<file path="config.mk">
export PLATFORM = sky130hd
export DESIGN_NAME = rlerc_scan
export DESIGN_NICKNAME = d
export VERILOG_FILES = /design/src/rtl/rle_row_channel_encoder_macros.svh /design/src/rtl/rlerc_pkg.sv /design/src/rtl/rlerc_scan.sv
export SDC_FILE = /design/constraint.sdc
export NUM_CORES = 1
export LEC_CHECK = 0
export BUFFER_PORTS_ARGS = -buffer_cell sky130_fd_sc_hd__buf_4
export CORE_MARGIN = 2
export CORE_UTILIZATION = 60
export CTS_CLUSTER_SIZE = 16
export DETAILED_ROUTE_END_ITERATION = 12
export PLACE_DENSITY = 0.86
export SLEW_MARGIN = 20
export SYNTH_ARGS = -nofsm -noshare
export SYNTH_HDL_FRONTEND = slang
export SYNTH_SLANG_ARGS = --single-unit
</file>
<file path="constraint.sdc">
create_clock -name clk -period 7.84 [get_ports clk]
set_input_delay 1.568 -clock clk [delete_from_list [all_inputs] [get_ports clk]]
set_output_delay 1.568 -clock clk [all_outputs]
set_load 0.005 [all_outputs]
</file>
<file path="src/rtl/rle_row_channel_encoder_macros.svh">
// Assertion macros used by the encoder module.
`ifndef RLE_ROW_CHANNEL_ENCODER_MACROS_SVH
`define RLE_ROW_CHANNEL_ENCODER_MACROS_SVH

// The consequent must hold in the same cycle as the antecedent.
`define RLERC_ASSERT_NOW(lbl, ante, cons) \
    lbl: assert property (@(posedge clk) disable iff (!rst_n) (ante) |-> (cons)) \
        else $error("rlerc check failed");

// The consequent must hold in the cycle after the antecedent.
`define RLERC_ASSERT_NEXT(lbl, ante, cons) \
    lbl: assert property (@(posedge clk) disable iff (!rst_n) (ante) |=> (cons)) \
        else $error("rlerc check failed");

`endif

</file>
<file path="src/rtl/rlerc_pkg.sv">
package rlerc_pkg;

    // Default depth of the sample store.
    localparam int DEFAULT_MAX_WIDTH = 4096;

    // Packet format constants.
    localparam logic [6:0] MAX_COUNT    = 7'd127;
    localparam logic [7:0] LITERAL_FLAG = 8'h80;
    localparam logic [6:0] MIN_RUN      = 7'd3;

    // Input operation codes.
    localparam logic OP_LOAD = 1'b0;
    localparam logic OP_READ = 1'b1;

    // Where the reader stands inside the encoded stream.
    typedef enum logic [1:0] {
        PH_HEADER    = 2'd0,
        PH_RUN_VALUE = 2'd1,
        PH_LITERAL   = 2'd2,
        PH_DONE      = 2'd3
    } phase_t;

    // Sequencer states.
    typedef enum logic [3:0] {
        ST_IDLE  = 4'b0001,
        ST_SCAN  = 4'b0010,
        ST_FETCH = 4'b0100,
        ST_EMIT  = 4'b1000
    } state_t;

    // One sample returned by the store during a header scan.
    typedef struct packed {
        logic       valid;
        logic [7:0] offset;
        logic       last;
        logic [7:0] data;
    } scan_arr_t;

    // Outcome of a header scan.
    typedef struct packed {
        logic       done;
        logic       is_run;
        logic [6:0] count;
    } scan_dec_t;

endpackage

</file>
<file path="src/rtl/rlerc_scan.sv">
module rlerc_scan
    import rlerc_pkg::*;
(
    input  logic      clk,
    input  logic      rst_n,
    input  scan_arr_t arr,
    output scan_dec_t dec
);

    logic [7:0] v0_reg;
    logic [7:0] w1_reg;
    logic [7:0] w2_reg;
    logic       running_reg;
    logic [6:0] runlen_reg;

    logic       first;
    logic       match;
    logic       run_after;
    logic [6:0] rl_new;
    logic       run_ends;
    logic       run_dec;
    logic       lit_dec;
    logic [6:0] lit_count;
    logic [7:0] lit_pos;
    logic [6:0] last_count;
    logic       triple;

    // Evaluate the incoming sample against the run and the sliding window.
    always_comb
    begin
        first      = (arr.offset == 8'd0);
        match      = (arr.data == v0_reg);
        run_after  = first | (running_reg & match);
        if (first)
        begin
            rl_new = 7'd1;
        end
        else if (running_reg & match)
        begin
            rl_new = runlen_reg + 7'd1;
        end
        else
        begin
            rl_new = runlen_reg;
        end
        run_ends   = (first | running_reg) & (~run_after | (rl_new == MAX_COUNT) | arr.last);
        run_dec    = run_ends & (rl_new >= MIN_RUN);

        // A literal stops before a run of three, at the count limit or at the row end.
        lit_pos    = arr.offset - 8'd2;
        triple     = (w2_reg == w1_reg) & (w1_reg == arr.data);
        last_count = (arr.offset >= ({1'b0, MAX_COUNT} - 8'd1)) ? MAX_COUNT
                                                                : 7'(arr.offset + 8'd1);
        lit_dec    = 1'b0;
        lit_count  = last_count;
        if (rl_new < MIN_RUN)
        begin
            if (arr.offset >= {1'b0, MIN_RUN})
            begin
                if (lit_pos >= {1'b0, MAX_COUNT})
                begin
                    lit_dec   = 1'b1;
                    lit_count = MAX_COUNT;
                end
                else if (triple)
                begin
                    lit_dec   = 1'b1;
                    lit_count = lit_pos[6:0];
                end
                else
                begin
                    lit_dec   = arr.last;
                end
            end
            else
            begin
                lit_dec = arr.last;
            end
        end

        dec.done   = arr.valid & (run_dec | lit_dec);
        dec.is_run = run_dec;
        dec.count  = run_dec ? rl_new : lit_count;
    end

    // Run tracking state.
    always_ff @(posedge clk or negedge rst_n)
    begin
        if (!rst_n)
        begin
            running_reg <= 1'b0;
            runlen_reg  <= 7'd0;
        end
        else if (arr.valid)
        begin
            running_reg <= run_after;
            runlen_reg  <= rl_new;
        end
    end

    // Sample window, payload only.
    always_ff @(posedge clk)
    begin
        if (arr.valid)
        begin
            if (first)
            begin
                v0_reg <= arr.data;
            end
            w2_reg <= w1_reg;
            w1_reg <= arr.data;
        end
    end

endmodule
</file>
==> results, run 1 <==
- The run finished with clean final reports.
- The path with the worst hold slack has its endpoint at w2_reg[7].
- The power density over cell area is 146.4 nW/µm².
- For this design the top-level I/O count stands at 29.
- The first-pass iteration count of the detailed router is 4.
- The combined area of the multi-input logic cells is 1195 µm².
- The number of endpoints failing setup at the final stage is 0.
- The routed design could run at a clock period as short as 5881 ps.
- Setup repair after global routing left no endpoint under its margin.
- The overall overflow remaining after global route is 0.
- The first global-routing pass estimated 7728 µm of wire.
- The worst endpoint required time is 6270 ps.
- In this run, synthesis produced a sequential element count of 32.
- The largest vdd supply drop is 222.0 µV.
- The number of vias per cell is 6.118.
- Summed over all failing endpoints, the final setup total negative slack is 0 ps.
- The critical path capture point type is an output pin.
- In this run the standard cell core region covers 3416 µm².
- TritonCTS built the clock tree.
- Counting every sink on the clock net gives 32.
- By count the netlist is led by sky130_fd_sc_hd__edfxtp_1 (24), sky130_fd_sc_hd__nand2_1 (20), sky130_fd_sc_hd__nor2_1 (16).
- The wire length reported by the detailed router is 4542 µm.
- The total of buffers placed on input and output ports is 28.
- In this run the critical register-to-register path is captured at runlen_reg[6].
- The largest clock skew in the final design is 10.12 ps.
- The all-layer global routing usage is 0.2409.
- The share of total power dissipated in the clock network is 0.323.
- The classification of the worst setup path is in2out.
- The detailed-route DRC error count is 0.
- Of the post-synthesis cell area, the dominant cell type holds 0.3278.
- In this run, the number of DRC markers left after iteration 0 of detailed routing was 142.
- Dividing the synthesized area by the synthesized cell count gives 9.727 µm².
- Of the synthesized area, sequential elements account for 0.4189.
- The start point of the worst hold path is w1_reg[7].
- The uppermost layer routed is met4.
- The number of buffers added by the clock tree synthesis step is 5.
- In this run the remaining antenna-violating nets after routing total 0.
- The level count of the clock H-tree is 2.
- Fill cells in the final layout number 270.
- The die height is 64.53 µm.
- The count of synthesis-stage warnings from yosys is 0.
- The die area is 4164 µm².
- For flop-to-flop paths, the worst setup slack is 5620 ps.
- The share of total power dissipated in combinational logic is 0.140.
- The maximum clock rate is 0.1700 GHz.
- The maximum net fanout on the critical path is 14.
- The synthesized net count is 253.
- The fraction of the cycle the final worst path needs is 0.7501.
- The mapped netlist covers 2198 µm².
- The met3 layer wire length in the routed design is 211 µm.
- The number of hold-slack violations in the final timing report is 0.
- The fraction of final layout cells sized beyond drive strength 1 is 0.1960.
- Internal power comes to 0.2786 mW.
- Synthesis produced 226 cells.
- The die is 64.53 µm wide.
- The critical path startpoint category is an input pin.
- Summed over all nets, the switching power comes to 0.08473 mW.
- The data arrival time of the critical path is 4310 ps.
- The number of flops mapped to enable cells by yosys is 24.
- The number of antenna violations at the first check in global routing came to 0.
- Ranked by total cell area, the synthesized netlist is headed by sky130_fd_sc_hd__edfxtp_1 (33%), sky130_fd_sc_hd__dfrtp_1 (9.1%), sky130_fd_sc_hd__xnor2_1 (6.0%).
- The global placement routability congestion is 0.9209.
- After clock tree synthesis, the clock-pin slew on the worst setup and hold paths is 90 ps.
- The combined flip-flop and latch cell area is 920.9 µm².
- The count of final max-slew check failures is 0.
- The depth of the worst register-to-register path is 6.
- The number of buffers inserted by hold repair at cts is 0.
- The post-route total power is 0.3633 mW.
- Summed over all cells, the static leakage comes to 0.9464 nW.
- The number of gates given a new drive strength after cts is 0.
- In the post-synthesis netlist, the cell with the most instances is sky130_fd_sc_hd__edfxtp_1.
- The commonest register cell after synthesis is sky130_fd_sc_hd__edfxtp_1.
- The end-of-flow core utilization is 0.7264.
- After detailed routing, the average wire length per cell comes to 15.34 µm.
- The maximum count of clock buffers along a single path is 2.
- The worst hold path was traced through 0 stages.
- The share of total power dissipated in sequential elements is 0.537.
- The number of inserted diodes is 0.
- For this configuration, the core starts out at a cell density of 0.6436.
- Across all layers, the routed design uses 1811 vias.
- The post-synthesis to final-layout area growth is 12.86%.
- The worst reg2reg path startpoint is runlen_reg[0].
- The length of routed met2 wiring is 2132 µm.
- Summed over all instances, the cell type with the most area after synthesis is sky130_fd_sc_hd__edfxtp_1.
- Row generation in the floorplan step produced 21 rows.
- The reported max-cap violation count is 0.
- Clock latency on the worst-skew pair, taken at its later pin, is 330 ps.
- The class of the most critical hold timing path is reg2reg.
- The pin count of the biggest net entering global routing is 27.
- The worst pin sits at a relative slew slack of 0.6195.
- The transition at the pin with the smallest max-transition slack is 566.4 ps.
- The post-synthesis cell type count is 50.
- Of the total power, the share spent switching nets is 0.2332.
- In this run the post-CTS setup repair buffer count came out at 0.
- The wire length the detailed router placed on met1 is 2112 µm.
- At the end of the flow, the number of nets in the layout was 276.
- The buffer type at the clock tree root is sky130_fd_sc_hd__clkbuf_4.
- The number of global-route vias before repair is 1725.
- The wire-length estimate of the detail-placed layout is 3332 µm.
- The post-synthesis async set-or-reset flop share is 0.2500.
worst max-delay path, stage by stage:
cell,delay (ps)
sky130_fd_sc_hd__buf_4,160
sky130_fd_sc_hd__or4_1,580
sky130_fd_sc_hd__nor3_2,170
sky130_fd_sc_hd__and2_1,360
sky130_fd_sc_hd__a21oi_1,170
sky130_fd_sc_hd__nor4_1,560
sky130_fd_sc_hd__a21boi_0,240
sky130_fd_sc_hd__nor2_1,70
sky130_fd_sc_hd__mux2_1,290
sky130_fd_sc_hd__buf_4,140
layout make-up:
class                   instances  area share
flip-flops and latches         32      0.3712
repair buffers                 28     0.08472
well taps                      46     0.02320
clock buffers                   5     0.01513
multi-input cells             176      0.4816
inverters                       6    0.009077
clock inverters                 3     0.01513
cell usage in the layout (no fill, tap or decap), types with 4 or more instances in the layout:
| cell type | n |
|---|---|
| sky130_fd_sc_hd__o31ai_1 | 4 |
| sky130_fd_sc_hd__o22ai_1 | 4 |
| sky130_fd_sc_hd__o21ai_0 | 9 |
| sky130_fd_sc_hd__xor2_1 | 6 |
| sky130_fd_sc_hd__edfxtp_1 | 24 |
| sky130_fd_sc_hd__clkbuf_4 | 5 |
| sky130_fd_sc_hd__or4_1 | 4 |
| sky130_fd_sc_hd__nor2_1 | 16 |
| sky130_fd_sc_hd__inv_1 | 5 |
| sky130_fd_sc_hd__nand4_1 | 4 |
| sky130_fd_sc_hd__nor4_1 | 7 |
| sky130_fd_sc_hd__nand2_1 | 20 |
| sky130_fd_sc_hd__mux2_2 | 7 |
| sky130_fd_sc_hd__nor3_1 | 10 |
| sky130_fd_sc_hd__nand3_1 | 7 |
| sky130_fd_sc_hd__or3_1 | 5 |
| sky130_fd_sc_hd__ha_1 | 7 |
| sky130_fd_sc_hd__dfrtp_1 | 8 |
| sky130_fd_sc_hd__and3_1 | 10 |
| sky130_fd_sc_hd__buf_4 | 28 |
| sky130_fd_sc_hd__xnor2_1 | 15 |
worst max path at each step:
| stage | slack, ps | start | endpoint |
|---|---|---|---|
| after floorplan | 2550 | arr[14] | dec[3] |
| after global placement | 2030 | arr[12] | dec[3] |
| after detailed placement | 2010 | arr[12] | dec[3] |
| after CTS | 2000 | arr[12] | dec[3] |
| after global routing | 1690 | arr[12] | dec[3] |
| final | 1960 | arr[12] | dec[3] |
per-stage QoR:
step	cell area, µm²	instances	worst slack [ps]	hold WS [ps]
global placement	2406	288	2029	457.4
floorplan	2198	226	2555	443.1
CTS	2481	296	2000	485.3
global route	2481	296	1687	505.5
detailed placement	2406	288	2012	460.6
finish	2481	296	1959	484.8
metal layers:
metal | global-route usage | up-vias
li1 | - | 891
met1 | 0.3104 | 863
met2 | 0.3971 | 47
met3 | 0.04340 | 10
met4 | 0.1090 | 0
met5 | 0 | -
power by group through the flow:
stage                     combinational (mW)  sequential, mW  clock (mW)
after floorplan                       0.0294           0.197           0
after global placement                0.0493           0.198           0
after detailed placement              0.0504           0.199           0
after CTS                             0.0507           0.195       0.121
after global routing                  0.0564           0.196       0.128
final                                 0.0508           0.195       0.117
kinds of logic (layout without fill, tap and decap cells):
logic type / Yosys count / after routing / synth area share
adders and majority gates: 7 / 7 / 0.03984
DFF: 32 / 32 / 0.4189
muxes: 11 / 11 / 0.05464
xor gates and xnor gates: 21 / 21 / 0.08367
and+or+nand+nor: 96 / 96 / 0.2345
AOI/OAI and AO/OA: 41 / 41 / 0.1309
buffers and inverters: 18 / 42 / 0.03756
Note: power is estimated with default switching activity, not from simulation.
==> run 2: changes to the inputs <==
- CORE_UTILIZATION: 60 -> 58
- PLACE_DENSITY: 0.86 -> 0.84
- clock period: 7.84 -> 5.5 ns (I/O delays scaled with it)
==> results, run 2 (synthesis results as in run 1) <==
- The flow ran to the end, and the final reports show no timing, DRC or antenna violations.
- The wire length reported by the detailed router is 4439 µm (-2.3%).
- The CTS tree is built.
- The clock latency reported for the late side of the worst-skew pair is 280 ps (-50 ps).
- Walking the worst path, the cells encountered are buf_4 > or4_1 > nor3_2 > and2_1 > a21oi_1 > nor4_1 > a21boi_0 > nor2_1 > mux2_1 > buf_4.
- The buffer type at the clock tree root is sky130_fd_sc_hd__clkbuf_8.
- The largest vdd supply drop is 212.8 µV (-4.1%).
- The post-detailed-route count of antenna-violating nets came to 0 (unchanged).
- The area of the placeable core is 3661 µm² (+7.2%).
- The tightest min-delay check is of the reg2reg type.
- The pin count of the biggest net entering global routing is 27 (unchanged).
- The length of routed met2 wiring is 2081 µm (-2.4%).
- The fraction of the cycle the final worst path needs is 0.8960.
- The detailed-route DRC error count came to 0 (unchanged).
- The met3 layer wire length in the routed design is 201 µm (-4.7%).
- The number of hold-slack violations in the final timing report is 0 (unchanged).
- The data arrival time of the critical path came to 3830 ps (-480 ps).
- The total negative slack for setup checks is 0 ps (unchanged).
- The library cell used most frequently in the layout, excluding fill and tap cells, is sky130_fd_sc_hd__buf_4.
- The wire length the detailed router placed on met1 is 2088 µm (-1.1%).
- The worst endpoint required time was 4400 ps (-1870 ps).
- The average wire per cell in the routed design is 14.90 µm (-2.9%).
- The critical path capture point type is an output pin.
- The clock-pin slew of the registers on the worst-case setup and hold paths is 60 ps (-30 ps).
- The reported max-cap violation count came to 0 (unchanged).
- The total number of nets in the final design is 276 (unchanged).
- The CTS sink count is 32 (unchanged).
- The first-pass iteration count of the detailed router is 6 (+2).
- The power density over cell area is 205.8 nW/µm² (+41%).
- The half-perimeter wire length of the detailed placement result is 3317 µm (-0.44%).
- The number of buffers inserted by hold repair at cts is 0 (unchanged).
- The number of global-route vias before repair is 1527 (-11%).
- The number of antenna violations at the first check in global routing is 0 (unchanged).
- The all-layer global routing usage came to 0.2192 (-0.02167).
- The count of final max-slew check failures is 0 (unchanged).
- The number of gates given a new drive strength after cts is 0 (unchanged).
- The post-CTS setup-driven buffer insertion count is 0 (unchanged).
- The number of buffers added by the clock tree synthesis step is 5 (unchanged).
- The normalized max-slew margin is 0.5929 (-0.02655).
- The number of vias per cell was 5.923 (-3.2%).
- The post-synthesis to final-layout area growth is 13.20%.
- The total of buffers placed on input and output ports is 28 (unchanged).
- The number of endpoints failing setup at the final stage was 0 (unchanged).
- The initial core utilization was 0.6005 (-0.04311).
- The die boundary width was 65.57 µm (+1.6%).
- The static leakage power is 0.9460 nW (about the same).
- The transition at the pin with the smallest max-transition slack is 605.9 ps (+39.52 ps).
- The end-of-flow core utilization is 0.6798 (-0.04661).
- The largest clock skew in the final design was 6.350 ps (-3.768 ps).
- The die height is 65.57 µm (+1.6%).
- In the layout the commonest cells are sky130_fd_sc_hd__buf_4 (28), sky130_fd_sc_hd__edfxtp_1 (24), sky130_fd_sc_hd__nand2_1 (20).
- The I/O pin total came to 29 (unchanged).
- The die area is 4299 µm² (+3.2%).
- The final critical delay including setup and external delays is 4928 ps.
- The slowest library cell on the worst path is sky130_fd_sc_hd__or4_1.
- The detailed-route via count is 1765 (-2.5%).
- Derived from the worst setup path, the maximum achievable clock frequency is 0.2029 GHz.
- STA classifies the critical path startpoint as an input pin.
- The wire length of the first global-routing pass is 7051 µm (-8.8%).
- The starting DRC count in detailed routing was 133 (-6.3%).
- The classification of the worst setup path is in2out.
- The largest stage delay on the critical path was 570 ps (about the same).
- The number of inserted diodes is 0 (unchanged).
- In this run the top signal layer used is met4.
- The row count is 22 (+4.8%).
- The maximum count of clock buffers along a single path came to 2 (unchanged).
- The overall overflow remaining after global route is 0 (unchanged).
- The maximum net fanout on the critical path is 14 (unchanged).
- The most frequent cell on the critical path is sky130_fd_sc_hd__buf_4.
- The level count of the clock H-tree was 2 (unchanged).
- The global placement routability congestion is 0.8372 (-9.1%).
- Setup repair after global routing left no endpoint under its margin.
- The fraction of final layout cells sized beyond drive strength 1 is 0.1920 (-0.004000).
run 2: cell types whose count changed in the layout (fill, tap and decap cells not counted):
cell,change
sky130_fd_sc_hd__clkbuf_1,+2
sky130_fd_sc_hd__clkbuf_8,+5
sky130_fd_sc_hd__clkbuf_4,-5
sky130_fd_sc_hd__clkinv_1,-1
sky130_fd_sc_hd__bufinv_16,-1
run 2: report_power, final:
part	internal, mW	switching (mW)	leakage (nW)
Clock	0.0877	0.0737	0.0399
Combinational	0.0327	0.0391	0.566
Sequential	0.272	0.00676	0.340
run 2: area by class of cell:
cell class | count | area, µm²
tap | 48 | 60.06
timing repair buffer | 28 | 210.2
inverter | 6 | 22.52
fill | 301 | 1172
multi-input combinational | 176 | 1195
clock buffer | 7 | 76.32
clock inverter | 1 | 3.754
sequential | 32 | 920.9
run 2: stage by stage:
| stage | std cells | total power [mW] | instance area [µm²] | hold slack [ps] | setup slack (ps) |
|---|---|---|---|---|---|
| 3_5_place_dp | 290 | 0.3549 | 2409 | 458.9 | 612.2 |
| 5_1_grt | 298 | 0.5388 | 2489 | 482.1 | 314.9 |
| 2_1_floorplan | 226 | 0.3226 | 2198 | 443.1 | 1151 |
| 4_1_cts | 298 | 0.5181 | 2489 | 467.1 | 592.9 |
| 3_3_place_gp | 290 | 0.3530 | 2409 | 446.7 | 557.6 |
| 6_report | 298 | 0.5120 | 2489 | 465.5 | 572.2 |
run 2: routing by layer:
| layer | vias up | track usage |
|---|---|---|
| li1 | 896 | - |
| met1 | 803 | 0.2843 |
| met2 | 58 | 0.3584 |
| met3 | 8 | 0.04623 |
| met4 | 0 | 0.08854 |
| met5 | - | 0 |
run 2: path summary, 6_finish.rpt:
path                                start            end  slack (ps)  depth (start not counted)
min in group asynchronous           rst_n    running_reg         630                          1
worst max-delay path              arr[12]         dec[3]         570                         10
worst max register to register  v0_reg[7]  runlen_reg[3]        3290                          6
max in group asynchronous           rst_n  runlen_reg[6]        4750                          1
worst min register to register  w1_reg[2]      w2_reg[2]         470                          0
worst min-delay path            w1_reg[2]      w2_reg[2]         470                          0
run 2: worst max-delay path: cells and delay by family:
kind / cells / cell delay (ps)
muxes: 1 / 300
buffers and inverters: 2 / 290
and+or+nand+nor: 5 / 1710
AOI/OAI and AO/OA: 2 / 420
==> run 3: changes to the inputs <==
- CORE_ASPECT_RATIO: default -> 0.5
==> results, run 3 (synthesis results as in run 1) <==
- The data arrival time of the critical path is 3950 ps (+120 ps).
- The final critical delay including setup and external delays is 5055 ps (+127.1 ps).
- The clock latency reported for the late side of the worst-skew pair is 280 ps (about the same).
- The die area is 4329 µm² (+0.70%).
- The depth of the worst register-to-register path is 6 (unchanged).
- The wire length reported by the detailed router is 4981 µm (+12%).
- The worst reg2reg path startpoint is runlen_reg[0].
- The number of inserted filler cells in the final layout came to 259 (-14%).
- The endpoint identified for the worst register-to-register timing path is runlen_reg[6].
- Setup repair after global routing left no endpoint under its margin.
- The total negative slack for setup checks is 0 ps (unchanged).
- The top cell types in the final layout, fill and taps aside, are sky130_fd_sc_hd__buf_4 (28), sky130_fd_sc_hd__edfxtp_1 (24), sky130_fd_sc_hd__nand2_1 (20).
- STA classifies the critical path startpoint as an input pin.
- The pin count of the biggest net entering global routing was 27 (unchanged).
- The combined area of the multi-input logic cells came to 1195 µm² (unchanged).
- The number of endpoints failing setup at the final stage came to 0 (unchanged).
- The initial core utilization was 0.6230 (+0.02257).
- The row count is 15 (-32%).
- The tightest min-delay check is of the reg2reg type.
- The post-CTS setup-driven buffer insertion count is 0 (unchanged).
- The CTS sink count is 32 (unchanged).
- The global placement routability congestion came to 0.9289 (+11%).
- The worst hold path endpoint is w2_reg[2].
- The worst hold path stage count is 0 (unchanged).
- The die boundary width is 91.07 µm (+39%).
- The buffer type at the clock tree root is sky130_fd_sc_hd__clkbuf_8.
- The combined flip-flop and latch cell area is 920.9 µm² (unchanged).
- The number of vias per cell came to 6.120 (+3.3%).
- The level count of the clock H-tree came to 2 (unchanged).
- The run finished with clean final reports.
- The detailed-route DRC error count came to 0 (unchanged).
- The post-synthesis to final-layout area growth is 14.63%.
- The clock-pin slew of the registers on the worst-case setup and hold paths is 60 ps (about the same).
- The die height is 47.54 µm (-27%).
- The power density over cell area came to 226.9 nW/µm² (+10%).
- The largest clock skew in the final design is 5.611 ps (-0.7387 ps).
- The number of inserted diodes was 0 (unchanged).
- The wire length of the first global-routing pass is 8017 µm (+14%).
- The reported max-cap violation count is 0 (unchanged).
- The overall overflow remaining after global route is 0 (unchanged).
- The minimum hold slack is 476.1 ps (+10.63 ps).
- The half-perimeter wire length of the detailed placement result is 3640 µm (+9.8%).
- The all-layer global routing usage was 0.2449 (+0.02566).
- The number of global-route vias before repair is 1673 (+9.6%).
- The average wire per cell in the routed design is 16.55 µm (+11%).
- The start point of the worst hold path is w1_reg[2].
- The number of buffers added by the clock tree synthesis step is 5 (unchanged).
- The largest vdd supply drop is 198.4 µV (-6.8%).
- The transition at the pin with the smallest max-transition slack is 593.7 ps (-12.19 ps).
- The number of buffers inserted by hold repair at cts is 0 (unchanged).
- The worst reg-to-reg setup slack is 3080 ps (-210 ps).
- The starting DRC count in detailed routing came to 159 (+20%).
- The number of gates given a new drive strength after cts is 0 (unchanged).
- The static leakage power is 0.9613 nW (+1.6%).
- The fraction of final layout cells sized beyond drive strength 1 was 0.2000 (+0.008000).
- The I/O pin total is 29 (unchanged).
- The most common cell after layout, fill and taps aside is sky130_fd_sc_hd__buf_4.
- The first-pass iteration count of the detailed router is 5 (-1).
- The maximum count of clock buffers along a single path came to 2 (unchanged).
- The end-of-flow core utilization came to 0.7142 (+0.03442).
- The count of final max-slew check failures came to 0 (unchanged).
- The fraction of the cycle the final worst path needs was 0.9191 (+0.02311).
- The worst endpoint required time came to 4400 ps (about the same).
- TritonCTS built the clock tree.
- The post-detailed-route count of antenna-violating nets is 0 (unchanged).
- The detailed-route via count is 1842 (+4.4%).
- The critical path in this run is classified as in2out.
- The normalized max-slew margin is 0.6011 (+0.008191).
- The total number of nets in the final design is 276 (unchanged).
- The maximum net fanout on the critical path is 14 (unchanged).
- The worst setup path startpoint is arr[12].
- The maximum clock rate is 0.1978 GHz (-2.5%).
- The critical path capture point type is an output pin.
- The number of antenna violations at the first check in global routing is 0 (unchanged).
- The total of buffers placed on input and output ports is 28 (unchanged).
- The area of the placeable core is 3528 µm² (-3.6%).
- The number of hold-slack violations in the final timing report came to 0 (unchanged).
run 3: cell types whose count changed in the layout (fill, tap and decap cells not counted):
cell,before,now
sky130_fd_sc_hd__bufinv_16,0,1
sky130_fd_sc_hd__clkbuf_1,2,1
sky130_fd_sc_hd__clkinv_1,1,0
sky130_fd_sc_hd__clkinv_2,0,1
run 3: final cells by class:
type | count | share of cell area
clock buffer | 6 | 0.02880
clock inverter | 2 | 0.01390
inverter | 6 | 0.008937
multi-input combinational | 176 | 0.4742
sequential | 32 | 0.3654
tap | 51 | 0.02532
timing repair buffer | 28 | 0.08342
run 3: routing by layer:
metal  wire length [µm]  vias up  share of wire  global-route usage
met1               2402      862           0.48              0.3304
met5                  0        -              0                   0
li1                   -      890              -                   -
met2               2154       80           0.43              0.4044
met4                 78        0          0.016             0.07879
met3                345       10          0.069             0.06299
run 3: critical path, stage by stage:
cell and delay [ps]:
sky130_fd_sc_hd__buf_4 150, sky130_fd_sc_hd__or4_1 570, sky130_fd_sc_hd__nor3_2 190, sky130_fd_sc_hd__and2_1 360
sky130_fd_sc_hd__a21oi_1 190, sky130_fd_sc_hd__nor4_1 570, sky130_fd_sc_hd__a21boi_0 270, sky130_fd_sc_hd__nor2_1 70
sky130_fd_sc_hd__mux2_1 320, sky130_fd_sc_hd__buf_4 150
run 3: per-stage QoR:
stage                     total power, mW  std cells  area [µm²]  setup slack, ps
after global routing               0.5970        301        2520            248.3
final                              0.5718        301        2520            445.1
after global placement             0.3534        293        2412            529.7
after floorplan                    0.3226        226        2198             1151
after detailed placement           0.3570        293        2412            527.3
after CTS                          0.5743        301        2520            504.8
run 3: worst max path at each step:
stage / to / slack (ps) / depth (start not counted)
2_1_floorplan: dec[3] / 1150 / 10
3_3_place_gp: dec[3] / 530 / 10
3_5_place_dp: dec[3] / 530 / 10
4_1_cts: dec[3] / 500 / 10
5_1_grt: dec[3] / 250 / 10
6_report: dec[3] / 450 / 10
run 3: power breakdown:
group | leakage, nW | internal [mW] | switching (mW)
combinational | 0.566 | 0.0329 | 0.0409
sequential | 0.340 | 0.272 | 0.00766
clock | 0.0552 | 0.134 | 0.0842
